[src/rtl/ptd_pkg.sv]
// shared constants for the trial division primality tester
package ptd_pkg;

    // default candidate width in bits
    localparam int NUM_WIDTH_DEF = 16;

    // smallest divisor tried, also the smallest prime
    localparam int FIRST_DIVISOR = 2;

endpackage

[src/rtl/prime_trial_division.sv]
// Trial division primality tester. Each input beat carries one unsigned candidate of NUM_WIDTH
// bits; one output beat follows with is_prime set when the candidate is prime. Zero and one
// answer not prime, two and three answer prime without any division. Larger candidates are
// divided by d = 2, 3, 4, ... in one shared restoring divider that retires one quotient bit
// per cycle. The search stops at the first exact divisor, or as soon as the quotient
// drops below d, which means d * d exceeds the candidate. Composites finish at their
// smallest factor. The block takes one candidate at a time: s_ready is high only while
// the divider is idle. The answer sits in an output register, so a new candidate is
// taken while it waits.
module prime_trial_division #(
    parameter int NUM_WIDTH = ptd_pkg::NUM_WIDTH_DEF
) (
    input  logic                 aclk,
    input  logic                 aresetn,
    input  logic                 s_valid,
    output logic                 s_ready,
    input  logic [NUM_WIDTH-1:0] s_candidate,
    output logic                 m_valid,
    input  logic                 m_ready,
    output logic                 m_is_prime
);
    import ptd_pkg::*;

    localparam int CNT_W = (NUM_WIDTH > 1) ? $clog2(NUM_WIDTH) : 1;

    typedef enum logic [3:0] {
        ST_IDLE = 4'b0001,
        ST_DIV  = 4'b0010,
        ST_TEST = 4'b0100,
        ST_HOLD = 4'b1000
    } state_t;

    state_t               state_reg, state_next;
    logic [NUM_WIDTH-1:0] num_reg, num_next;
    logic [NUM_WIDTH-1:0] div_reg, div_next;
    logic [NUM_WIDTH-1:0] rem_reg, rem_next;
    logic [NUM_WIDTH-1:0] quo_reg, quo_next;
    logic [CNT_W-1:0]     cnt_reg, cnt_next;
    logic                 ans_reg, ans_next;
    logic                 m_valid_reg, m_valid_next;
    logic                 m_is_prime_reg, m_is_prime_next;

    logic [NUM_WIDTH:0]   shifted;
    logic [NUM_WIDTH:0]   trial;
    logic                 fits;
    logic                 out_free;

    // one restoring division step
    assign shifted = {rem_reg, quo_reg[NUM_WIDTH-1]};
    assign trial   = shifted - {1'b0, div_reg};
    assign fits    = (shifted >= {1'b0, div_reg});

    assign out_free = !m_valid_reg || m_ready;

    // sequencer
    always_comb begin
        state_next      = state_reg;
        num_next        = num_reg;
        div_next        = div_reg;
        rem_next        = rem_reg;
        quo_next        = quo_reg;
        cnt_next        = cnt_reg;
        ans_next        = ans_reg;
        m_valid_next    = m_valid_reg;
        m_is_prime_next = m_is_prime_reg;

        if (m_valid_reg && m_ready) begin
            m_valid_next = 1'b0;
        end

        unique case (state_reg)
            ST_IDLE: begin
                if (s_valid) begin
                    num_next = s_candidate;
                    div_next = NUM_WIDTH'(FIRST_DIVISOR);
                    rem_next = '0;
                    quo_next = s_candidate;
                    cnt_next = CNT_W'(NUM_WIDTH - 1);
                    priority if (s_candidate < NUM_WIDTH'(FIRST_DIVISOR)) begin
                        ans_next   = 1'b0;
                        state_next = ST_HOLD;
                    end else if (s_candidate < NUM_WIDTH'(FIRST_DIVISOR * FIRST_DIVISOR)) begin
                        ans_next   = 1'b1;
                        state_next = ST_HOLD;
                    end else begin
                        state_next = ST_DIV;
                    end
                end
            end
            ST_DIV: begin
                rem_next = fits ? trial[NUM_WIDTH-1:0] : shifted[NUM_WIDTH-1:0];
                quo_next = {quo_reg[NUM_WIDTH-2:0], fits};
                cnt_next = cnt_reg - CNT_W'(1);
                if (cnt_reg == '0) begin
                    state_next = ST_TEST;
                end
            end
            ST_TEST: begin
                // exact divisor, or d squared above the candidate, or try the next d
                priority if (rem_reg == '0) begin
                    ans_next   = 1'b0;
                    state_next = ST_HOLD;
                end else if (quo_reg < div_reg) begin
                    ans_next   = 1'b1;
                    state_next = ST_HOLD;
                end else begin
                    div_next   = div_reg + NUM_WIDTH'(1);
                    rem_next   = '0;
                    quo_next   = num_reg;
                    cnt_next   = CNT_W'(NUM_WIDTH - 1);
                    state_next = ST_DIV;
                end
            end
            ST_HOLD: begin
                if (out_free) begin
                    m_valid_next    = 1'b1;
                    m_is_prime_next = ans_reg;
                    state_next      = ST_IDLE;
                end
            end
            default: begin
                state_next = ST_IDLE;
            end
        endcase
    end

    // control registers
    always_ff @(posedge aclk) begin
        if (!aresetn) begin
            state_reg   <= ST_IDLE;
            m_valid_reg <= 1'b0;
        end else begin
            state_reg   <= state_next;
            m_valid_reg <= m_valid_next;
        end
    end

    // datapath registers
    always_ff @(posedge aclk) begin
        num_reg        <= num_next;
        div_reg        <= div_next;
        rem_reg        <= rem_next;
        quo_reg        <= quo_next;
        cnt_reg        <= cnt_next;
        ans_reg        <= ans_next;
        m_is_prime_reg <= m_is_prime_next;
    end

    assign s_ready    = (state_reg == ST_IDLE);
    assign m_valid    = m_valid_reg;
    assign m_is_prime = m_is_prime_reg;

endmodule

[config.mk]
export PLATFORM = sky130hd
export DESIGN_NAME = prime_trial_division
export DESIGN_NICKNAME = d
export VERILOG_FILES = /design/src/rtl/ptd_pkg.sv /design/src/rtl/prime_trial_division.sv
export SDC_FILE = /design/constraint.sdc
export NUM_CORES = 1
export LEC_CHECK = 0
export BUFFER_PORTS_ARGS = -buffer_cell sky130_fd_sc_hd__buf_2
export CAP_MARGIN = 25
export CORE_MARGIN = 3
export CORE_UTILIZATION = 29
export DETAILED_ROUTE_END_ITERATION = 8
export GPL_ROUTABILITY_DRIVEN = 0
export PLACE_DENSITY = 0.56
export SLEW_MARGIN = 20
export SYNTH_ARGS = -nofsm -noshare
export SYNTH_HDL_FRONTEND = slang
export SYNTH_SLANG_ARGS = --single-unit
[constraint.sdc]
create_clock -name aclk -period 3.2 [get_ports aclk]
set_input_delay 0.48 -clock aclk [delete_from_list [all_inputs] [get_ports aclk]]
set_output_delay 0.48 -clock aclk [all_outputs]
set_load 0.005 [all_outputs]
==> metrics.cfg, run 1 <==
[sta]
rsz0062_at_grt = false
slew-limit-headroom_pct = 51.75
finalSetupViolCount = 0
min_period_ns = 3.049
hold_viol_final = 0
drv_slew = 0
worstMarginPinSlew_ns = 0.7220
final.setup.worst_slack_ns = 0.1513
max_freq_ghz = 0.3280
whs_ns = 0.3411
clock-skew-final_ns = 0.005924
period_share_pct = 95.27
setup_tns_ns = 0

[global_route]
grt_pass1_wl_um = 18120
grt_max_degree = 37
grt-ovfl-total = 0
grt_pass1_vias = 3672
antenna_found_initial = 0
grt_usage_pct = 13.04

[route]
drt-initial-drc-count = 258
wl_per_cell_um = 15.99
dr_total_vias = 3606
viasPerCell = 5.188
drtAntennaViolNets = 0
route.detailed.drc = 0
first_pass_iters = 5
wirelength_um = 11120

[synth]
synth_top_area_cell = edfxtp_1
synth_seq_cells = 75
ys.flop_type = edfxtp_1
synth.net_count = 505
synth-async-reset-ratio_pct = 0
yosysMostFrequentCell = edfxtp_1
synth_cell_types = 58
ys_top_cells_by_area = edfxtp_1, ha_1, nand2_1
synth-edff-count = 70
avgSynthCellArea_um2 = 10.12
synth.top_cells.by_count = edfxtp_1, nand2_1, ha_1
ys_seq_area_share_pct = 48.25
synth_warnings = 0
synthCells = 451
syn_area_mm2 = 0.004564
netlist.area_leader.share_pct = 46.05

[setup_path]
cp_cell_sequence = inv_1 > ha_1 > a21oi_1 > o21ai_0 > nand2_1 > nand3_1 > o21ai_1 > o22ai_1
cp_max_fo = 14
arrival_ns = 3.11
cp_slowest_stage_delay_ns = 0.62
cp-start-kind = register
path_class = reg -> reg
critPathTopFamily = compound AO/OA/AOI/OAI gates
cp-end-kind = register
cp_num_buf_inv = 1
worstPathRequired_ns = 3.26
slowest_stage = o21ai_1

[finish]
multi_input_area_mm2 = 0.002236
fillers = 1608
area_delta_synth_final_pct = 15.38
n_antenna_cell = 0
ff_latch_area_mm2 = 0.002202
utilization_pct = 34.39
drive_above_1_share_pct = 11.78
nets = 533

[power]
power.leakage_nw = 2.002
vdd_drop_max_uv = 595.3
p_per_area_mw_per_mm2 = 1014
power_mw = 5.342

[clock_tree]
cts_setup_buffers = 0
cts.repair.resized = 0
cts_tree = done
cts_num_sinks = 75
cts.clk_slew.worst_paths_ns = 0.06
hold_buffers = 0
cts_made_buffers = 9
clockBufferDepth = 2
clkLatencyLatePin_ns = 0.33
cts_root_buf = clkbuf_16
htreeDepth = 3

[min_path]
min_path_type = in -> reg

[floorplanning]
die-area_mm2 = 0.01728
core_area_mm2 = 0.01531
dieHeight_um = 131.5
start_util_pct = 29.80
die_w_um = 131.5
num_rows = 45
io_pins = 23

[placed_design]
post-place-ws_ns = 0.2454
post-dp-hpwl_um = 8252
port_buffers = 22

[job]
drv_cap = 0

[status]
status = finished clean

## worst register-to-register path: stages (launching register included)
cell,delay [ns]
edfxtp_1,0.44
inv_1,0.18
ha_1,0.31
a21oi_1,0.32
o21ai_0,0.17
nand2_1,0.13
nand3_1,0.43
o21ai_1,0.62
o22ai_1,0.17
## cell type report
class,instances,share of cell area [%]
clock buffer,11,4.419
clock inverter,5,1.045
inverter,25,1.782
multi-input combinational,338,42.46
sequential,75,41.82
tap,211,5.013
timing repair buffer,30,3.469
## worst paths after layout
check	start	endpoint	slack [ns]	cells past startpoint
worst min register to register	ans_reg	m_is_prime	0.45	0
worst min-delay path	s_candidate[0]	num_reg[0]	0.34	1
worst max register to register	div_reg[12]	rem_reg[12]	0.15	8
worst max-delay path	div_reg[12]	rem_reg[12]	0.15	8
## logic make-up after synthesis
family	share of synthesized area (%)
flip-flops	48.25
buffers and inverters	3.262
AND/OR/NAND/NOR	18.42
XOR/XNOR	4.029
adder cells (fa/ha/maj)	9.485
AO/OA/AOI/OAI	16.56
## cells in the final DEF, fill, tap and decap left out, drive strengths merged, types with 6 or more instances in the layout
master / netlist / layout
o21a: 6 / 6
nor3: 13 / 13
nand3: 20 / 20
nor2: 28 / 28
clkbuf: 10 / 11
a21oi: 27 / 27
nand2: 64 / 64
buf: 3 / 30
nor4: 7 / 7
o21ai: 21 / 21
inv: 25 / 25
and3: 9 / 9
o211ai: 6 / 6
a21o: 6 / 6
a22oi: 16 / 16
a211oi: 6 / 6
xnor2: 17 / 17
ha: 33 / 33
edfxtp: 70 / 70
## per-stage QoR
stage / cells / instance area (um2)
3_3_place_gp: 678 / 4959
2_1_floorplan: 451 / 4567
4_1_cts: 694 / 5246
3_5_place_dp: 678 / 4959
5_1_grt: 695 / 5266
6_report: 695 / 5266
## power breakdown
group	leakage, nW	internal (mW)	switching [mW]	total, mW
clock network	0.136	0.601	0.388	0.990
logic	1.16	0.964	1.55	2.52
registers	0.706	1.57	0.262	1.83
total	2.00	3.14	2.20	5.34
## per-layer routing
layer  global-route usage, %  up-vias  wire (um)
li1                        -     1754          -
met1                   16.59     1757       5162
met2                   22.15       81       5271
met3                   2.374       14        502
met4                   4.842        0        180
met5                       0        -          0
(Power assumes the default switching activity.)
==> run 2, diff against run 1 <==
--- a/config.mk
+++ b/config.mk
@@ -11,7 +11,7 @@
 export CORE_UTILIZATION = 29
 export DETAILED_ROUTE_END_ITERATION = 8
 export GPL_ROUTABILITY_DRIVEN = 0
-export PLACE_DENSITY = 0.56
+export PLACE_DENSITY = 0.44
 export SLEW_MARGIN = 20
 export SYNTH_ARGS = -nofsm -noshare
 export SYNTH_HDL_FRONTEND = slang
==> run 2 against run 1 <==
Against the previous run:
- first-iteration DRC count fell by 29%
- via count fell by 0.58%
- core utilization increased by 0.23 points
- global-route usage rose by 0.94 points
- count of clock-buffer cells in the layout rose by 1
- clock skew rose by 0.0014 ns
- largest cell class unchanged
- sequential share of layout area is 0.28 points lower
- critical path depth unchanged
==> metrics.cfg, run 2 (synthesis gave the netlist of run 1 again) <==
[route]
viasPerCell = 5.121
drt-initial-drc-count = 183
wirelength_um = 11720
drtAntennaViolNets = 0
route.detailed.drc = 0
wl_per_cell_um = 16.75
first_pass_iters = 4
dr_total_vias = 3585

[status]
status = finished clean

[finish]
stdcell_count = 700
drive_above_1_share_pct = 13.09
utilization_pct = 34.62
fillers = 1609
n_antenna_cell = 0
area_delta_synth_final_pct = 16.15
final_common_cell = edfxtp_1
nets = 538
finish.instance_area_mm2 = 0.005301
mostFrequentLayoutCells = edfxtp_1, nand2_1, ha_1

[global_route]
met1_usage_pct = 18.92
grt_pass1_vias = 3704
grt_pass1_wl_um = 19400
met3_usage_pct = 2.335
grt_usage_pct = 13.98
busiest_layer = met2
grt_max_degree = 26
antenna_found_initial = 0
grtUsageMet2_pct = 22.81
grt-ovfl-total = 0

[setup_path]
cp_max_fo = 14
rr_worst_depth = 8
r2r_setup_slack_ns = 0.41
arrival_ns = 2.85
cp-start-kind = register
rr_startpoint = div_reg[12]
reg2reg_to = rem_reg[15]
worstPathRequired_ns = 3.27
startpoint = div_reg[12]
path_class = reg -> reg
cp-end-kind = register

[floorplanning]
num_rows = 45
dieHeight_um = 131.5
die_w_um = 131.5
core_area_mm2 = 0.01531
start_util_pct = 29.80
die-area_mm2 = 0.01728
io_pins = 23

[placed_design]
post-dp-hpwl_um = 8841
port_buffers = 22
dp_cells = 684
placed_cell_area_mm2 = 0.005016

[power]
power.leakage_nw = 2.025
vdd_drop_max_uv = 573.7
p_per_area_mw_per_mm2 = 1003

[min_path]
min_path_type = in -> reg
min_delay_path_depth = 1
min_from = s_candidate[0]
holdPathEnd = num_reg[0]

[clock_tree]
cts_root_buf = clkbuf_16
hold_buffers = 0
cts_num_sinks = 75
cts.clk_slew.worst_paths_ns = 0.06
htreeDepth = 3
clockBufferDepth = 2
cts_setup_buffers = 0
cts_made_buffers = 9
cts_tree = done
clkLatencyLatePin_ns = 0.33

[sta]
drv_slew = 0
rsz0062_at_grt = false
whs_ns = 0.3405
min_period_ns = 2.788
period_share_pct = 87.12
worstMarginPinSlew_ns = 0.6651
finalSetupViolCount = 0
max_freq_ghz = 0.3587
hold_viol_final = 0
clock-skew-final_ns = 0.007324
setup_tns_ns = 0
slew-limit-headroom_pct = 55.53

[job]
drv_cap = 0

## run 2: metrics by stage
step           worst slack (ns)  power, mW
6_report                 0.4121      5.319
5_1_grt                  0.1331      5.780
4_1_cts                  0.2386      5.365
3_5_place_dp             0.2613      4.379
3_3_place_gp             0.2140      4.326
2_1_floorplan            0.4499      3.580
## run 2: worst max path at each step
stage	end	slack, ns	cells past startpoint
after CTS	rem_reg[13]	0.24	8
after global placement	rem_reg[13]	0.21	8
after global routing	rem_reg[13]	0.13	8
final	rem_reg[15]	0.41	8
after detailed placement	rem_reg[13]	0.26	8
after floorplan	cnt_reg[0]	0.45	8
## run 2: area by class of cell
cell class	count	area (um2)	area share (%)
Inverter	25	93.84	1.770
Timing Repair Buffer	35	220.2	4.154
Clock inverter	4	25.02	0.4720
Tap cell	211	264.0	4.980
Multi-Input combinational cell	338	2240	42.25
Sequential cell	75	2202	41.54
Clock buffer	12	256.5	4.838
## run 2: what timing repair did
item,4_1_cts,5_1_grt
endpoints found under the setup margin,0,3
hold endpoints to repair,0,0
gates resized for setup,0,1
## run 2: power breakdown
group          leakage [nW]  internal, mW  switching, mW
sequential            0.706          1.57          0.256
combinational          1.18         0.978           1.56
clock                 0.135         0.565          0.392
## run 2: worst max-delay path, stage by stage, from the launching register on
cell and delay, ns:
edfxtp_1 0.42, inv_1 0.17, ha_1 0.30, a21oi_1 0.27
o21ai_0 0.14, nand2_1 0.12, nand3_1 0.48, o21ai_2 0.47
o22ai_1 0.15
## run 2: layer usage
metal	vias up	part of all wire, %
li1	1755	-
met2	69	47
met5	-	0
met3	15	3.9
met1	1746	48
met4	0	1.6
==> run 3, diff against run 2 <==
--- a/config.mk
+++ b/config.mk
@@ -11,6 +11,7 @@
 export CORE_UTILIZATION = 29
 export DETAILED_ROUTE_END_ITERATION = 8
 export GPL_ROUTABILITY_DRIVEN = 0
+export MAX_ROUTING_LAYER = met4
 export PLACE_DENSITY = 0.44
 export SLEW_MARGIN = 20
 export SYNTH_ARGS = -nofsm -noshare
==> run 3 against run 2 <==
Against the previous run:
- count of clock-buffer cells in the layout stayed put
- via count barely moved
- maximum frequency fell by 0.62%
- critical path type unchanged
- largest cell class unchanged
- highest routed layer unchanged
==> metrics.cfg, run 3 (synthesis gave the netlist of run 1 again) <==
[status]
status = finished clean

[setup_path]
worstPathRequired_ns = 3.33
reg2reg_to = rem_reg[14]
path_class = reg -> reg
cp-end-kind = register
critPathTopFamily = compound AO/OA/AOI/OAI gates
slowest_stage = o21a_1
cp_slowest_stage_delay_ns = 0.55
cp-start-kind = register
arrival_ns = 2.94
critical_path.endpoint = rem_reg[14]
rr_startpoint = div_reg[5]
cp_num_buf_inv = 2
cp_max_fo = 14
r2r_setup_slack_ns = 0.39
startpoint = div_reg[5]
rr_worst_depth = 9
cp_cell_sequence = inv_1 > buf_4 > ha_1 > nand2_1 > nor3_2 > a21boi_2 > o21a_1 > nor3_1 > a211oi_1
cp.depth = 9

[sta]
period_share_pct = 87.67
drv_slew = 0
rsz0062_at_grt = false
finalSetupViolCount = 0
min_period_ns = 2.805
worstMarginPinSlew_ns = 0.6494
hold_viol_final = 0
final.setup.worst_slack_ns = 0.3947
slew-limit-headroom_pct = 56.59
whs_ns = 0.3392
max_freq_ghz = 0.3565
clock-skew-final_ns = 0.006958
setup_tns_ns = 0

[floorplanning]
die_w_um = 131.5
start_util_pct = 29.80
core_area_mm2 = 0.01531
die-area_mm2 = 0.01728
io_pins = 23
dieHeight_um = 131.5
num_rows = 45

[finish]
nets = 538
finish.instance_area_mm2 = 0.005301
n_antenna_cell = 0
utilization_pct = 34.62
multi_input_area_mm2 = 0.002240
fillers = 1609
drive_above_1_share_pct = 13.09
area_delta_synth_final_pct = 16.15
final_common_cell = edfxtp_1
ff_latch_area_mm2 = 0.002202
mostFrequentLayoutCells = edfxtp_1, nand2_1, ha_1

[clock_tree]
cts_num_sinks = 75
cts_root_buf = clkbuf_16
cts_made_buffers = 9
htreeDepth = 3
clkLatencyLatePin_ns = 0.33
cts.clk_slew.worst_paths_ns = 0.06
hold_buffers = 0
clockBufferDepth = 2
cts_tree = done
cts_setup_buffers = 0

[power]
p_per_area_mw_per_mm2 = 1004
vdd_drop_max_uv = 572.8
power.leakage_nw = 2.025

[global_route]
antenna_found_initial = 0
grt-ovfl-total = 0
busiest_layer = met2
grt_usage_pct = 14.38
grt_pass1_vias = 3697
grt_pass1_wl_um = 19400
met1_usage_pct = 18.92
grtUsageMet2_pct = 22.81
met3_usage_pct = 2.335
grt_max_degree = 26

[job]
drv_cap = 0

[placed_design]
post-place-ws_ns = 0.2613
port_buffers = 22
post-dp-hpwl_um = 8841
placed_cell_area_mm2 = 0.005016

[route]
route.detailed.drc = 0
drtAntennaViolNets = 0
wl_per_cell_um = 16.72
drt-initial-drc-count = 197
dr_total_vias = 3588
first_pass_iters = 4
viasPerCell = 5.126
wirelength_um = 11710

[min_path]
min_path_type = in -> reg

run 3: cell counts in the layout (fill, tap and decap cells not counted):
No cell type changed its count.
run 3: power by group:
group          total (mW)  switching [mW]  internal, mW  leakage, nW
clock               0.960           0.395         0.565        0.135
combinational        2.54            1.56         0.979         1.18
sequential           1.82           0.256          1.57        0.706
total                5.32            2.21          3.11         2.02
run 3: per-layer routing:
metal  up-vias  wire length [um]
met5         -                 0
met3        12               459
met2        78              5466
met4         0               184
li1       1754                 -
met1      1744              5595
run 3: worst min path at each step:
stage / start / to / slack (ns) / cells after the start
6_report: s_candidate[0] / num_reg[0] / 0.34 / 1
3_3_place_gp: ans_reg / m_is_prime / 0.44 / 0
5_1_grt: s_candidate[9] / num_reg[9] / 0.34 / 1
4_1_cts: s_candidate[0] / num_reg[0] / 0.33 / 1
3_5_place_dp: ans_reg / m_is_prime / 0.44 / 0
2_1_floorplan: ans_reg / m_is_prime / 0.40 / 0
run 3: timing repair:
item	CTS	global route
setup endpoints to repair	0	3
resized for setup	0	1
hold endpoints to repair	0	0
run 3: final cells by class:
class | instances | area share (%)
Clock buffer | 12 | 4.838
Clock inverter | 4 | 0.4720
Inverter | 25 | 1.770
Multi-Input combinational cell | 338 | 42.25
Sequential cell | 75 | 41.54
Tap cell | 211 | 4.980
Timing Repair Buffer | 35 | 4.154
run 3: worst reg2reg max path, delay by kind of cell (launching register included):
kind	cells	cell delay, ns
fa+ha+maj	1	0.34
simple gates	3	0.52
compound gates	3	1.16
flops	1	0.37
buf+inv	2	0.22
run 3: stage by stage:
step,power [mW],instances
after global routing,5.779,700
after floorplan,3.580,451
after global placement,4.326,683
after CTS,5.365,700
final,5.321,700
after detailed placement,4.379,684
